[src/rtl/rlsm_pkg.sv]
// rlsm_pkg: shared types, codes and helper functions of the ring log slot manager
// no dependencies

package rlsm_pkg;

   localparam int MAX_SLOTS = 4096;
   localparam int IDX_W     = $clog2(MAX_SLOTS);
   localparam int CNT_W     = IDX_W + 1;
   localparam int BYTES_W   = 16;
   localparam int HDR_W     = 12;
   localparam int ADDR_W    = 28;
   localparam int LOST_W    = 32;
   localparam int CSR_IDX_W = 2;
   localparam int CSR_DAT_W = 16;

   localparam logic [CNT_W-1:0]   RESET_SLOT_COUNT   = CNT_W'(2000);
   localparam logic [BYTES_W-1:0] RESET_SLOT_BYTES   = BYTES_W'(256);
   localparam logic [HDR_W-1:0]   RESET_HEADER_BYTES = HDR_W'(64);

   typedef enum logic [3:0] {
      ACT_APPEND   = 4'd0,
      ACT_FIRST    = 4'd1,
      ACT_NEXT     = 4'd2,
      ACT_CURRENT  = 4'd3,
      ACT_LAST     = 4'd4,
      ACT_PREVIOUS = 4'd5,
      ACT_INDEXED  = 4'd6,
      ACT_DELETE   = 4'd7,
      ACT_UPDATE   = 4'd8
   } action_type;

   typedef enum logic [1:0] {
      ST_OK        = 2'd0,
      ST_TRUNCATED = 2'd1,
      ST_FAILED    = 2'd2
   } status_type;

   typedef enum logic [1:0] {
      ACC_NONE  = 2'd0,
      ACC_READ  = 2'd1,
      ACC_WRITE = 2'd2
   } access_type;

   typedef enum logic [CSR_IDX_W-1:0] {
      CSR_SLOT_COUNT   = 2'd0,
      CSR_SLOT_BYTES   = 2'd1,
      CSR_HEADER_BYTES = 2'd2
   } csr_index_type;

   // clamp the programmed slot count into 1..MAX_SLOTS
   function automatic logic [CNT_W-1:0] ring_size(input logic [CNT_W-1:0] cnt);
      logic [CNT_W-1:0] n;
      if (cnt == '0) begin
         n = CNT_W'(1);
      end else if (cnt > CNT_W'(MAX_SLOTS)) begin
         n = CNT_W'(MAX_SLOTS);
      end else begin
         n = cnt;
      end
      return n;
   endfunction

   function automatic logic [IDX_W-1:0] step_up(input logic [IDX_W-1:0] x,
                                                input logic [CNT_W-1:0] n);
      logic [CNT_W-1:0] nxt;
      nxt = {1'b0, x} + CNT_W'(1);
      return (nxt >= n) ? '0 : nxt[IDX_W-1:0];
   endfunction

   function automatic logic [IDX_W-1:0] step_down(input logic [IDX_W-1:0] x,
                                                  input logic [CNT_W-1:0] n);
      logic [CNT_W-1:0] last;
      last = n - CNT_W'(1);
      return (x == '0) ? last[IDX_W-1:0] : x - IDX_W'(1);
   endfunction

endpackage

[src/rtl/ring_log_slot_manager.sv]
// ring_log_slot_manager: head, tail and cursor management of a circular record store
// depends on rlsm_pkg
//
// the result strobe follows the command transfer through the input register, then the
// state update and result register; throughput one command per cycle
// busy never rises and the receiver cannot stall the result
// synchronous reset: pointers, cursor, overwrite flag and count cleared,
// slot_count 2000, slot_bytes 256, header_bytes 64

module ring_log_slot_manager (
   input  logic                              clock,
   input  logic                              reset,
   input  logic                              start,
   output logic                              busy,
   input  logic [3:0]                        req_action,
   input  logic [rlsm_pkg::IDX_W-1:0]        req_slot_number,
   input  logic [rlsm_pkg::BYTES_W-1:0]      req_byte_count,
   input  logic                              req_copy_out,
   input  logic                              csr_valid,
   output logic                              csr_ready,
   input  logic [rlsm_pkg::CSR_IDX_W-1:0]    csr_index,
   input  logic [rlsm_pkg::CSR_DAT_W-1:0]    csr_data,
   output logic                              rsp_valid,
   output logic [1:0]                        rsp_status,
   output logic [1:0]                        rsp_access,
   output logic [rlsm_pkg::IDX_W-1:0]        rsp_slot_index,
   output logic [rlsm_pkg::ADDR_W-1:0]       rsp_byte_address,
   output logic [rlsm_pkg::BYTES_W-1:0]      rsp_transfer_bytes,
   output logic [rlsm_pkg::IDX_W-1:0]        rsp_head_index,
   output logic [rlsm_pkg::IDX_W-1:0]        rsp_tail_index,
   output logic                              rsp_cursor_valid,
   output logic                              rsp_overwriting,
   output logic [rlsm_pkg::LOST_W-1:0]       rsp_overwritten_total
);
   import rlsm_pkg::*;

   // configuration
   logic [CNT_W-1:0]   slot_count_ff;
   logic [BYTES_W-1:0] slot_bytes_ff;
   logic [HDR_W-1:0]   header_bytes_ff;

   // input register
   logic               cmd_valid_ff;
   logic [3:0]         action_ff;
   logic [IDX_W-1:0]   want_ff;
   logic [BYTES_W-1:0] bytes_ff;
   logic               copy_ff;

   // pointer state
   logic [IDX_W-1:0]   head_ff, head_in;
   logic [IDX_W-1:0]   tail_ff, tail_in;
   logic [IDX_W-1:0]   cursor_ff, cursor_in;
   logic               cursor_ok_ff, cursor_ok_in;
   logic               full_seen_ff, full_seen_in;
   logic [LOST_W-1:0]  lost_ff, lost_in;

   // result register
   logic               rsp_valid_ff;
   logic [1:0]         status_ff, status_in;
   logic [1:0]         access_ff, access_in;
   logic [IDX_W-1:0]   slot_ff, slot_in;
   logic [ADDR_W-1:0]  addr_ff, addr_in;
   logic [BYTES_W-1:0] xfer_ff, xfer_in;

   logic [CNT_W-1:0]   n;
   logic               empty;
   logic               hit;
   logic [IDX_W-1:0]   tail_up;
   logic [IDX_W-1:0]   cursor_up;
   logic [IDX_W-1:0]   cursor_down;
   logic [IDX_W+BYTES_W:0] addr_sum;

   assign busy      = 1'b0;
   assign csr_ready = 1'b1;

   assign n           = ring_size(slot_count_ff);
   assign empty       = (head_ff == tail_ff);
   assign tail_up     = step_up(tail_ff, n);
   assign cursor_up   = step_up(cursor_ff, n);
   assign cursor_down = step_down(cursor_ff, n);

   // wrap-aware live range check for indexed read
   always_comb begin
      if (empty) begin
         hit = 1'b0;
      end else if (head_ff < tail_ff) begin
         hit = (want_ff >= head_ff) && (want_ff < tail_ff);
      end else begin
         hit = !((want_ff < head_ff) && (want_ff >= tail_ff)) && ({1'b0, want_ff} < n);
      end
   end

   always_comb begin
      head_in      = head_ff;
      tail_in      = tail_ff;
      cursor_in    = cursor_ff;
      cursor_ok_in = cursor_ok_ff;
      full_seen_in = full_seen_ff;
      lost_in      = lost_ff;
      status_in    = ST_FAILED;
      access_in    = ACC_NONE;
      slot_in      = '0;
      xfer_in      = '0;
      unique case (action_ff)
         ACT_APPEND: begin
            if (bytes_ff > slot_bytes_ff) begin
               xfer_in   = slot_bytes_ff;
               status_in = ST_TRUNCATED;
            end else begin
               xfer_in   = bytes_ff;
               status_in = ST_OK;
            end
            access_in    = ACC_WRITE;
            slot_in      = tail_ff;
            cursor_in    = tail_ff;
            cursor_ok_in = 1'b1;
            tail_in      = tail_up;
            if (tail_up == head_ff) begin
               full_seen_in = 1'b1;
               lost_in      = lost_ff + LOST_W'(1);
               head_in      = step_up(head_ff, n);
            end
         end
         ACT_FIRST: begin
            if (!empty) begin
               cursor_in    = head_ff;
               cursor_ok_in = 1'b1;
               access_in    = ACC_READ;
               slot_in      = head_ff;
               xfer_in      = bytes_ff;
               status_in    = ST_OK;
            end else begin
               cursor_ok_in = 1'b0;
            end
         end
         ACT_NEXT: begin
            if (cursor_ok_ff) begin
               cursor_in = cursor_up;
               if (cursor_up == tail_ff) begin
                  cursor_ok_in = 1'b0;
               end else begin
                  access_in = ACC_READ;
                  slot_in   = cursor_up;
                  xfer_in   = bytes_ff;
                  status_in = ST_OK;
               end
            end
         end
         ACT_CURRENT: begin
            if (cursor_ok_ff && (cursor_ff != tail_ff)) begin
               access_in = ACC_READ;
               slot_in   = cursor_ff;
               xfer_in   = bytes_ff;
               status_in = ST_OK;
            end
         end
         ACT_LAST: begin
            if (!empty) begin
               cursor_in    = step_down(tail_ff, n);
               cursor_ok_in = 1'b1;
               access_in    = ACC_READ;
               slot_in      = step_down(tail_ff, n);
               xfer_in      = bytes_ff;
               status_in    = ST_OK;
            end else begin
               cursor_ok_in = 1'b0;
            end
         end
         ACT_PREVIOUS: begin
            if (cursor_ok_ff) begin
               if (cursor_ff == head_ff) begin
                  cursor_ok_in = 1'b0;
               end else begin
                  cursor_in = cursor_down;
                  access_in = ACC_READ;
                  slot_in   = cursor_down;
                  xfer_in   = bytes_ff;
                  status_in = ST_OK;
               end
            end
         end
         ACT_INDEXED: begin
            if (hit) begin
               access_in = ACC_READ;
               slot_in   = want_ff;
               xfer_in   = bytes_ff;
               status_in = ST_OK;
            end
         end
         ACT_DELETE: begin
            if (cursor_ok_ff && !empty) begin
               if (copy_ff && (cursor_ff != tail_ff)) begin
                  access_in = ACC_READ;
                  slot_in   = cursor_ff;
                  xfer_in   = bytes_ff;
               end
               if (cursor_ff == head_ff) begin
                  cursor_in = cursor_up;
                  head_in   = cursor_up;
                  status_in = ST_OK;
               end else if (cursor_ff == tail_ff) begin
                  cursor_in = cursor_down;
                  tail_in   = cursor_down;
                  status_in = ST_OK;
               end
            end
         end
         ACT_UPDATE: begin
            if (cursor_ok_ff) begin
               access_in = ACC_WRITE;
               slot_in   = cursor_ff;
               xfer_in   = bytes_ff;
               status_in = ST_OK;
            end
         end
         default: begin
         end
      endcase
   end

   assign addr_sum = (IDX_W+BYTES_W+1)'(slot_in) * (IDX_W+BYTES_W+1)'(slot_bytes_ff)
                     + (IDX_W+BYTES_W+1)'(header_bytes_ff);
   assign addr_in  = (access_in != ACC_NONE) ? addr_sum[ADDR_W-1:0] : '0;

   always_ff @(posedge clock) begin
      if (reset) begin
         slot_count_ff   <= RESET_SLOT_COUNT;
         slot_bytes_ff   <= RESET_SLOT_BYTES;
         header_bytes_ff <= RESET_HEADER_BYTES;
      end else if (csr_valid && csr_ready) begin
         unique case (csr_index)
            CSR_SLOT_COUNT:   slot_count_ff   <= csr_data[CNT_W-1:0];
            CSR_SLOT_BYTES:   slot_bytes_ff   <= csr_data[BYTES_W-1:0];
            CSR_HEADER_BYTES: header_bytes_ff <= csr_data[HDR_W-1:0];
            default: begin
            end
         endcase
      end
   end

   always_ff @(posedge clock) begin
      action_ff <= req_action;
      want_ff   <= req_slot_number;
      bytes_ff  <= req_byte_count;
      copy_ff   <= req_copy_out;
      status_ff <= status_in;
      access_ff <= access_in;
      slot_ff   <= slot_in;
      addr_ff   <= addr_in;
      xfer_ff   <= xfer_in;
   end

   always_ff @(posedge clock) begin
      if (reset) begin
         cmd_valid_ff <= 1'b0;
         rsp_valid_ff <= 1'b0;
         head_ff      <= '0;
         tail_ff      <= '0;
         cursor_ff    <= '0;
         cursor_ok_ff <= 1'b0;
         full_seen_ff <= 1'b0;
         lost_ff      <= '0;
      end else begin
         cmd_valid_ff <= start && !busy;
         rsp_valid_ff <= cmd_valid_ff;
         if (cmd_valid_ff) begin
            head_ff      <= head_in;
            tail_ff      <= tail_in;
            cursor_ff    <= cursor_in;
            cursor_ok_ff <= cursor_ok_in;
            full_seen_ff <= full_seen_in;
            lost_ff      <= lost_in;
         end
      end
   end

   assign rsp_valid             = rsp_valid_ff;
   assign rsp_status            = status_ff;
   assign rsp_access            = access_ff;
   assign rsp_slot_index        = slot_ff;
   assign rsp_byte_address      = addr_ff;
   assign rsp_transfer_bytes    = xfer_ff;
   assign rsp_head_index        = head_ff;
   assign rsp_tail_index        = tail_ff;
   assign rsp_cursor_valid      = cursor_ok_ff;
   assign rsp_overwriting       = full_seen_ff;
   assign rsp_overwritten_total = lost_ff;

endmodule

[config.mk]
export PLATFORM = sky130hd
export DESIGN_NAME = ring_log_slot_manager
export DESIGN_NICKNAME = d
export VERILOG_FILES = /design/src/rtl/rlsm_pkg.sv /design/src/rtl/ring_log_slot_manager.sv
export SDC_FILE = /design/constraint.sdc
export NUM_CORES = 1
export LEC_CHECK = 0
export BUFFER_PORTS_ARGS = -buffer_cell sky130_fd_sc_hd__buf_2
export CAP_MARGIN = 0
export CORE_ASPECT_RATIO = 1.1
export CORE_MARGIN = 3
export CORE_UTILIZATION = 65
export CTS_BUF_LIST = sky130_fd_sc_hd__clkbuf_8 sky130_fd_sc_hd__clkbuf_16
export DETAILED_ROUTE_END_ITERATION = 10
export PLACE_DENSITY = 0.91
export SYNTH_ARGS = -nofsm -noshare
export SYNTH_HDL_FRONTEND = slang
export SYNTH_SLANG_ARGS = --single-unit
[constraint.sdc]
create_clock -name clock -period 19.84 [get_ports clock]
set_input_delay 2.976 -clock clock [delete_from_list [all_inputs] [get_ports clock]]
set_output_delay 2.976 -clock clock [all_outputs]
set_load 0.005 [all_outputs]
# Yosys cells after proc, flatten, opt, wreduce, memory -nomap -nowiden
# Index checks and enable logic that the tools add are counted.
# op_classes
addsub,8
multipliers,1
n_lt_le_gt_ge,11
eq_ne,27
mux,79
n_reduce_logical,26
# ops
operator,count
$mux W12,29
$mux W16,11
$pmux W16 S8,1
$pmux W12 S9,1
$pmux W12 S6,1
$eq A12 B12 Y1,5
$pmux W12 S2,2
$add A12 B1 Y13 const B,3
$ge A13 B13 Y1,3
$lt A12 B12 Y1,3
$sub A12 B1 Y12 const B,3
$add A32 B1 Y32 const B,1
$pmux W2 S8,2
$add A28 B12 Y28,1
$mul A12 B16 Y28,1
$mux W13,2
$ge A12 B12 Y1,2
$logic_not A12 Y1,2
$mux W2,12
$ne A2 B2 Y1 const B,10
$mux W1,17
$eq A4 B3 Y1 const B,4
$gt A16 B16 Y1,1
$gt A13 B13 Y1 const B,1
22 further kinds,34
# totals
ff_bits,206
in_bits,55
out_inout_bits,121

# Depth between registers and ports, before layout
# depth
depth_word,11
mapped_depth,37
mapped_depth_nobuf,35

# Least setup slack after synthesis
# No wires, ideal clock.
# synth_timing
path_type,flip-flop to flip-flop
startpoint,register slot_count_ff[12]
endpoint,"register addr_ff[27], in the netlist rsp_byte_address[27]"
t_arrival_ps,8156
setup_slack_ps,11564
stages_incl_launch_ff,35
n_path_buf,4
synth_period_minus_slack_ps,8276
path_cell_list,dfxtp_1 clkbuf_1 inv_1 clkbuf_1 buf_1 nand2_1 ha_1 and4b_1 a2111oi_0 nor3_1 o21ai_1 nand2b_1 o2111ai_2 nand4_1 o2111ai_1 buf_2 nand2_1 fa_1 inv_1 fa_1 fa_1 fa_1 inv_1 fa_1 inv_1 ha_1 a21oi_1 inv_1 o21ai_0 o21ai_0 a311oi_1 o21ai_0 a21oi_1 xnor2_1 nor2_1
# synth_via
elab_chain_len,11
# synth_rtl
item,line,source
start: declaration,ring_log_slot_manager.sv:38,logic [CNT_W-1:0] slot_count_ff;
start signal: assignment,ring_log_slot_manager.sv:232,CSR_SLOT_COUNT: slot_count_ff <= csr_data[CNT_W-1:0];
$gt A13 B13 Y1,rlsm_pkg.sv:55,end else if (cnt > CNT_W'(MAX_SLOTS)) begin
$mux W13,rlsm_pkg.sv:55,
$mux W13 *,rlsm_pkg.sv:53,if (cnt == '0) begin
$ge A13 B13 Y1 or $lt A12 B13 Y1 (tied branches),"rlsm_pkg.sv:67, ring_log_slot_manager.sv:89",
$mux W12 or $logic_and A1 B1 Y1 (tied branches),"rlsm_pkg.sv:67, ring_log_slot_manager.sv:89",
$eq A12 B12 Y1 or $mux W1 (tied branches),"ring_log_slot_manager.sv:139, ring_log_slot_manager.sv:86",
$mux W12 or $mux W1 (tied branches),"ring_log_slot_manager.sv:139, ring_log_slot_manager.sv:84",
"$mux W12, on equally long branches","ring_log_slot_manager.sv:137, ring_log_slot_manager.sv:183",
$pmux W12 S9 *,ring_log_slot_manager.sv:104,unique case (action_ff)
named net slot_in[7],ring_log_slot_manager.sv:61,"logic [IDX_W-1:0] slot_ff, slot_in;"
$mul A12 B16 Y28 *,ring_log_slot_manager.sv:221,assign addr_sum = (IDX_W+BYTES_W+1)'(slot_in) * (IDX_W+BYTES_W+1)'(slot_bytes_ff)
$add A28 B12 Y28 *,ring_log_slot_manager.sv:222,+ (IDX_W+BYTES_W+1)'(header_bytes_ff);
end signal: assignment,ring_log_slot_manager.sv:249,addr_ff <= addr_in;
end: declaration,ring_log_slot_manager.sv:62,"logic [ADDR_W-1:0] addr_ff, addr_in;"
# Mark *: on every way through the listed nets, which the timed path passes. The rest lies on a longest branch.
# A chain may end at the register's enable or synchronous reset.

# Worst setup path in the final report
# layout_timing
startpoint,register cursor_ff[0]
endpoint,"register addr_ff[25], in the netlist rsp_byte_address[25]"
# layout_via
elab_chain_len,9
# layout_rtl
item,line,source
start: declaration,ring_log_slot_manager.sv:52,"logic [IDX_W-1:0] cursor_ff, cursor_in;"
start signal: assignment,ring_log_slot_manager.sv:269,cursor_ff <= cursor_in;
$add A12 B1 Y13,rlsm_pkg.sv:66,"nxt = {1'b0, x} + CNT_W'(1);"
$ge A13 B13 Y1,rlsm_pkg.sv:67,return (nxt >= n) ? '0 : nxt[IDX_W-1:0];
$mux W12,rlsm_pkg.sv:67,
$eq A12 B12 Y1,ring_log_slot_manager.sv:139,if (cursor_up == tail_ff) begin
$mux W12,ring_log_slot_manager.sv:139,
$mux W12,ring_log_slot_manager.sv:137,if (cursor_ok_ff) begin
$pmux W12 S9,ring_log_slot_manager.sv:104,
$mul A12 B16 Y28,ring_log_slot_manager.sv:221,
$add A28 B12 Y28,ring_log_slot_manager.sv:222,
# Parallel ways exist; a longest one is shown, timed or not.

==> results_tabular.tex <==
\begin{tabular}{lr}
\hline
Metric & Value \\
\hline
\multicolumn{2}{l}{\textbf{Timing}} \\
\quad Tightest Pin Transition & roughly 1.1 ns \\
\quad Worst-case clock skew & approximately 0.017 ns \\
\quad Worst-case hold slack & between 0.4 and 0.5 ns \\
\quad Setup Total Neg Slack & 0 ns \\
\quad Minimum clock period after layout & roughly 11 ns \\
\quad Period Utilization, post-route & 0.563 \\
\quad Max transition margin & 0.228 \\
\quad Final hold violation count & 0 \\
\quad Final Max Tran Viols & 0 \\
\quad Unrepaired setup endpoints after global routing & no \\
\quad Fmax & a little under 0.09 GHz \\
\quad Final setup fails & 0 \\
\multicolumn{2}{l}{\textbf{Synthesis}} \\
\quad Post-Synth Simple-Gate Area & 0.204 \\
\quad \#FFs+latches synth & between 200 and 250 \\
\quad Netlist area before placement & approximately 0.020 mm2 \\
\quad Net Count, Synth & 2739 \\
\quad Synth Instances & $\sim$2300 \\
\quad Compound-cell area share of the yosys netlist & 0.164 \\
\quad Xor-xnor portion of the synthesized cell area & 0.0466 \\
\quad Multiplexer fraction of the synthesized cell area & 0.0135 \\
\quad Post-synthesis share of cell area spent on full adders, half adders and majority gates & 0.274 \\
\quad Largest family of logic cells by synthesized area & adder cells \\
\quad Top FF cell, synth & sky130\_fd\_sc\_hd\_\_dfxtp\_1 \\
\quad Number of warning messages in the yosys log & 0 \\
\quad Async set or reset register ratio after synthesis & 0 \\
\quad Number of enable flip-flop cells after synthesis & 0 \\
\quad Number of different library cells in the post-synthesis netlist & 97 \\
\quad Sequential cell area fraction in the yosys report & 0.211 \\
\quad Avg Cell Area, Syn & roughly 8.3 um2 \\
\multicolumn{2}{l}{\textbf{Clock tree}} \\
\quad Inserted Clock Buffers & 25 \\
\quad Number of buffers inserted to repair setup after CTS & 0 \\
\quad Count of cells resized by post-cts repair & 0 \\
\quad Clock net sink count & 206 \\
\quad Clock Path Buffers & 3 \\
\quad Clock-pin slew on the worst setup and hold paths & 0.06 ns \\
\quad Cell at the root of the clock tree & sky130\_fd\_sc\_hd\_\_clkbuf\_16 \\
\quad Quantity of hold-fixing buffers added after cts & 0 \\
\quad Insertion delay to the later sink of the worst-skew pair & between 0.5 and 0.6 ns \\
\quad Clock tree from TritonCTS & yes \\
\quad H-tree levels & 1 \\
\multicolumn{2}{l}{\textbf{Worst setup path}} \\
\quad Cells on worst reg2reg path & 30 \\
\quad Most repeated library cell on the critical path & sky130\_fd\_sc\_hd\_\_fa\_1 \\
\quad Number of logic stages on the critical path including buffering & 30 \\
\quad Beginning of the worst register-to-register path & cursor\_ff[0] \\
\quad Endpoint of the worst setup timing path & rsp\_byte\_address[25] \\
\quad Worst Path Max Fanout & 17 \\
\quad Buffers and inverters on the worst path & 3 \\
\quad Register-to-register path setup slack & between 8 and 9 ns \\
\quad CP max stage delay & between 0.9 and 1 ns \\
\quad CP Data Arrival Time & 11.58 ns \\
\quad Startpoint class of the critical path & register \\
\quad Crit. Startpoint & cursor\_ff[0] \\
\quad Gate family responsible for the most delay along the worst path & compound AO/OA/AOI/OAI gates \\
\quad Cell type of the slowest stage on the worst timing path & sky130\_fd\_sc\_hd\_\_o211ai\_2 \\
\quad Critical path capture point type & register \\
\quad Crit path required time & 20.24 ns \\
\quad Capture instance of the worst register-to-register path & rsp\_byte\_address[25] \\
\quad Critical path class & reg2reg \\
\multicolumn{2}{l}{\textbf{Cells and area}} \\
\quad Nets@finish & between 2000 and 3000 \\
\quad Total inserted antenna cells & 0 \\
\quad Share of final-layout standard cells stronger than drive strength 1 & 0.126 \\
\quad Area delta synth->final & 9.54\% \\
\quad Non-filler cells in the finished layout & around 2800 \\
\multicolumn{2}{l}{\textbf{Drt}} \\
\quad Overall via count from detail\_route & 19500 \\
\quad TritonRoute pass-1 iters & 8 \\
\quad Number of design rule violations left after detail routing & 0 \\
\quad Post-route ant nets & 0 \\
\quad Total length of routed wires & $\sim$76000 um \\
\quad Per-cell routed wire length & roughly 27 um \\
\quad Via count normalized by instance count & between 6 and 7 \\
\quad Violation count after the first detailed-route iteration & between 2000 and 3000 \\
\multicolumn{2}{l}{\textbf{Global routing}} \\
\quad Global-route usage over all layers & 0.473 \\
\quad Via count of the first global-routing pass & between 20000 and 25000 \\
\quad GRT overflow & 0 \\
\quad Number of antenna violations at the first check in global routing & 2 \\
\quad First-pass GRT wire length & 117000 um \\
\quad Maximum number of pins on one net before global-route repair & 73 \\
\multicolumn{2}{l}{\textbf{Floorplanning}} \\
\quad Starting utilization of the core area & 0.670 \\
\quad Chip Height & around 190 um \\
\quad Top-Level Pins & around 180 \\
\quad Total Die Area & between 0.03 and 0.04 mm2 \\
\quad Die width & approximately 170 um \\
\quad Row Count & 65 \\
\quad Area of the core region & around 0.029 mm2 \\
\multicolumn{2}{l}{\textbf{Outcome}} \\
\quad Outcome & completed \\
\multicolumn{2}{l}{\textbf{Min path}} \\
\quad Hold Crit Class & reg2reg \\
\multicolumn{2}{l}{\textbf{Placed design}} \\
\quad Port bufs & roughly 170 \\
\quad HPWL reported at the end of detailed placement & around 56000 um \\
\quad RD Place Congestion & $\sim$1.0 \\
\quad Post-placement cell count & approximately 2800 \\
\multicolumn{2}{l}{\textbf{Power and ir drop}} \\
\quad Maximum resistive drop on vdd & between 0.00005 and 0.00006 V \\
\quad Leakage power summed over all cells & between 10 and 15 nW \\
\quad Power density over the cells & 50.6 mW/mm2 \\
\multicolumn{2}{l}{\textbf{Job}} \\
\quad Number of maximum-capacitance constraint violations & 0 \\
\hline
\end{tabular}
-- report_power, final --
group          total, mW  switching, mW  internal (mW)
clock network      0.499          0.203          0.296
registers          0.443         0.0197          0.423
logic              0.139         0.0934         0.0460
-- tightest hold or removal path, cell delays in order (launching register included) --
cell and delay (ns):
sky130_fd_sc_hd__dfxtp_1 0.31, sky130_fd_sc_hd__nand2_1 0.05, sky130_fd_sc_hd__a21oi_1 0.05
-- final cells by class --
type                            count  area, um2
Multi-Input combinational cell   1720      13700
Timing Repair Buffer              203       1090
Inverter                          294       1100
Clock buffer                       32        722
Sequential cell                   206       4120
Clock inverter                     13        158
Fill cell                        1997       7750
Tap cell                          368        460
-- worst min path at each step --
| stage | end | depth (start not counted) | slack, ns | start |
|---|---|---|---|---|
| global route | header_bytes_ff[8] | 2 | 0.48 | header_bytes_ff[8] |
| floorplan | header_bytes_ff[10] | 2 | 0.44 | header_bytes_ff[10] |
| finish | header_bytes_ff[11] | 2 | 0.46 | header_bytes_ff[11] |
| detailed placement | header_bytes_ff[11] | 2 | 0.45 | header_bytes_ff[11] |
| CTS | header_bytes_ff[11] | 2 | 0.46 | header_bytes_ff[11] |
| global placement | header_bytes_ff[4] | 2 | 0.44 | header_bytes_ff[4] |
-- stage by stage --
stage,worst slack [ns],total power [mW],cell area [um2],utilization
2_1_floorplan,11.56,0.526,19500,-
3_3_place_gp,9.96,0.578,20500,0.704
3_5_place_dp,9.46,0.581,20500,0.704
4_1_cts,9.34,1.07,21400,0.734
5_1_grt,8.21,1.11,21400,0.734
6_report,8.66,1.08,21400,0.734
-- registers in the layout (all words and copies together), names as in the netlist, 13 cells and up --
| signal | count |
|---|---|
| bytes_ff | 16 |
| rsp_overwritten_total | 32 |
| slot_count_ff | 13 |
| rsp_byte_address | 28 |
| rsp_transfer_bytes | 16 |
| slot_bytes_ff | 16 |
-- cell usage in the layout, fill, tap and decap left out, types with 10 or more instances in the layout --
cell type                   netlist  final
sky130_fd_sc_hd__nor2b_1         28     28
sky130_fd_sc_hd__buf_2           30    172
sky130_fd_sc_hd__nand3_1         66     66
sky130_fd_sc_hd__xor2_1          46     46
sky130_fd_sc_hd__buf_4           13     31
sky130_fd_sc_hd__fa_1           151    151
sky130_fd_sc_hd__a221oi_1        18     18
sky130_fd_sc_hd__a22o_1          17     17
sky130_fd_sc_hd__nor2_1         156    156
sky130_fd_sc_hd__dfxtp_1        206    206
sky130_fd_sc_hd__a21o_1          21     21
sky130_fd_sc_hd__o22ai_1         10     10
sky130_fd_sc_hd__nor4_1          15     15
sky130_fd_sc_hd__a22oi_1         20     20
sky130_fd_sc_hd__xnor2_1         46     46
sky130_fd_sc_hd__and3_1          20     20
sky130_fd_sc_hd__mux2_2          11     11
sky130_fd_sc_hd__o211ai_1        22     22
sky130_fd_sc_hd__nand2_1        295    295
sky130_fd_sc_hd__o21a_1          10     10
sky130_fd_sc_hd__inv_1          286    288
sky130_fd_sc_hd__clkbuf_16        0     25
sky130_fd_sc_hd__and2_1          71     71
sky130_fd_sc_hd__a21oi_1        113    113
sky130_fd_sc_hd__nor3_1          38     36
sky130_fd_sc_hd__nand4_1         26     26
sky130_fd_sc_hd__nand2b_1        13     13
sky130_fd_sc_hd__o21ai_0         61     61
sky130_fd_sc_hd__a31oi_1         11     11
sky130_fd_sc_hd__or4_1           23     23
sky130_fd_sc_hd__ha_1           186    186
sky130_fd_sc_hd__mux2i_1         14     14
sky130_fd_sc_hd__o31ai_1         19     19
sky130_fd_sc_hd__a211oi_1        16     16
-- metal layers --
metal / vias up / GRT usage / share of wire
met5: - / 0 / 0.00017
met4: 2 / 0.329 / 0.091
met3: 554 / 0.148 / 0.12
met2: 1572 / 0.755 / 0.45
met1: 9161 / 0.535 / 0.34
li1: 8216 / - / -
-- synth_stat cells, types with 10 or more instances --
master,n,area share
sky130_fd_sc_hd__a31oi_1,11,0.0035
sky130_fd_sc_hd__clkbuf_1,75,0.014
sky130_fd_sc_hd__dfxtp_1,206,0.21
sky130_fd_sc_hd__xnor2_1,46,0.021
sky130_fd_sc_hd__nor3_1,38,0.0097
sky130_fd_sc_hd__nand3_1,66,0.017
sky130_fd_sc_hd__mux2_2,11,0.0063
sky130_fd_sc_hd__xor2_1,46,0.021
sky130_fd_sc_hd__mux2i_1,14,0.0072
sky130_fd_sc_hd__nor4_1,15,0.0048
sky130_fd_sc_hd__o21ai_0,61,0.016
sky130_fd_sc_hd__fa_1,151,0.15
sky130_fd_sc_hd__a21o_1,21,0.0081
sky130_fd_sc_hd__ha_1,186,0.12
sky130_fd_sc_hd__buf_4,13,0.0050
sky130_fd_sc_hd__a22oi_1,20,0.0077
sky130_fd_sc_hd__nor2_1,156,0.030
sky130_fd_sc_hd__o21a_1,10,0.0038
sky130_fd_sc_hd__or4_1,23,0.0089
sky130_fd_sc_hd__a21oi_1,113,0.029
sky130_fd_sc_hd__o211ai_1,22,0.0085
sky130_fd_sc_hd__and2_1,71,0.023
sky130_fd_sc_hd__nand2b_1,13,0.0042
sky130_fd_sc_hd__buf_2,30,0.0077
sky130_fd_sc_hd__and3_1,20,0.0064
sky130_fd_sc_hd__nand4_1,26,0.0083
sky130_fd_sc_hd__o31ai_1,19,0.0073
sky130_fd_sc_hd__o22ai_1,10,0.0032
sky130_fd_sc_hd__nor2b_1,28,0.0090
sky130_fd_sc_hd__a211oi_1,16,0.0062
sky130_fd_sc_hd__nand2_1,295,0.057
sky130_fd_sc_hd__a221oi_1,18,0.0081
sky130_fd_sc_hd__a22o_1,17,0.0076
sky130_fd_sc_hd__inv_1,286,0.055
-- logic make-up after synthesis --
family / Yosys count
AO/OA/AOI/OAI: 453
XOR/XNOR: 98
adder cells (fa/ha/maj): 337
buffers and inverters: 421
flip-flops: 206
multiplexers: 25
other: 2
AND/OR/NAND/NOR: 805
No activity file was read; power rests on OpenSTA's default activity.
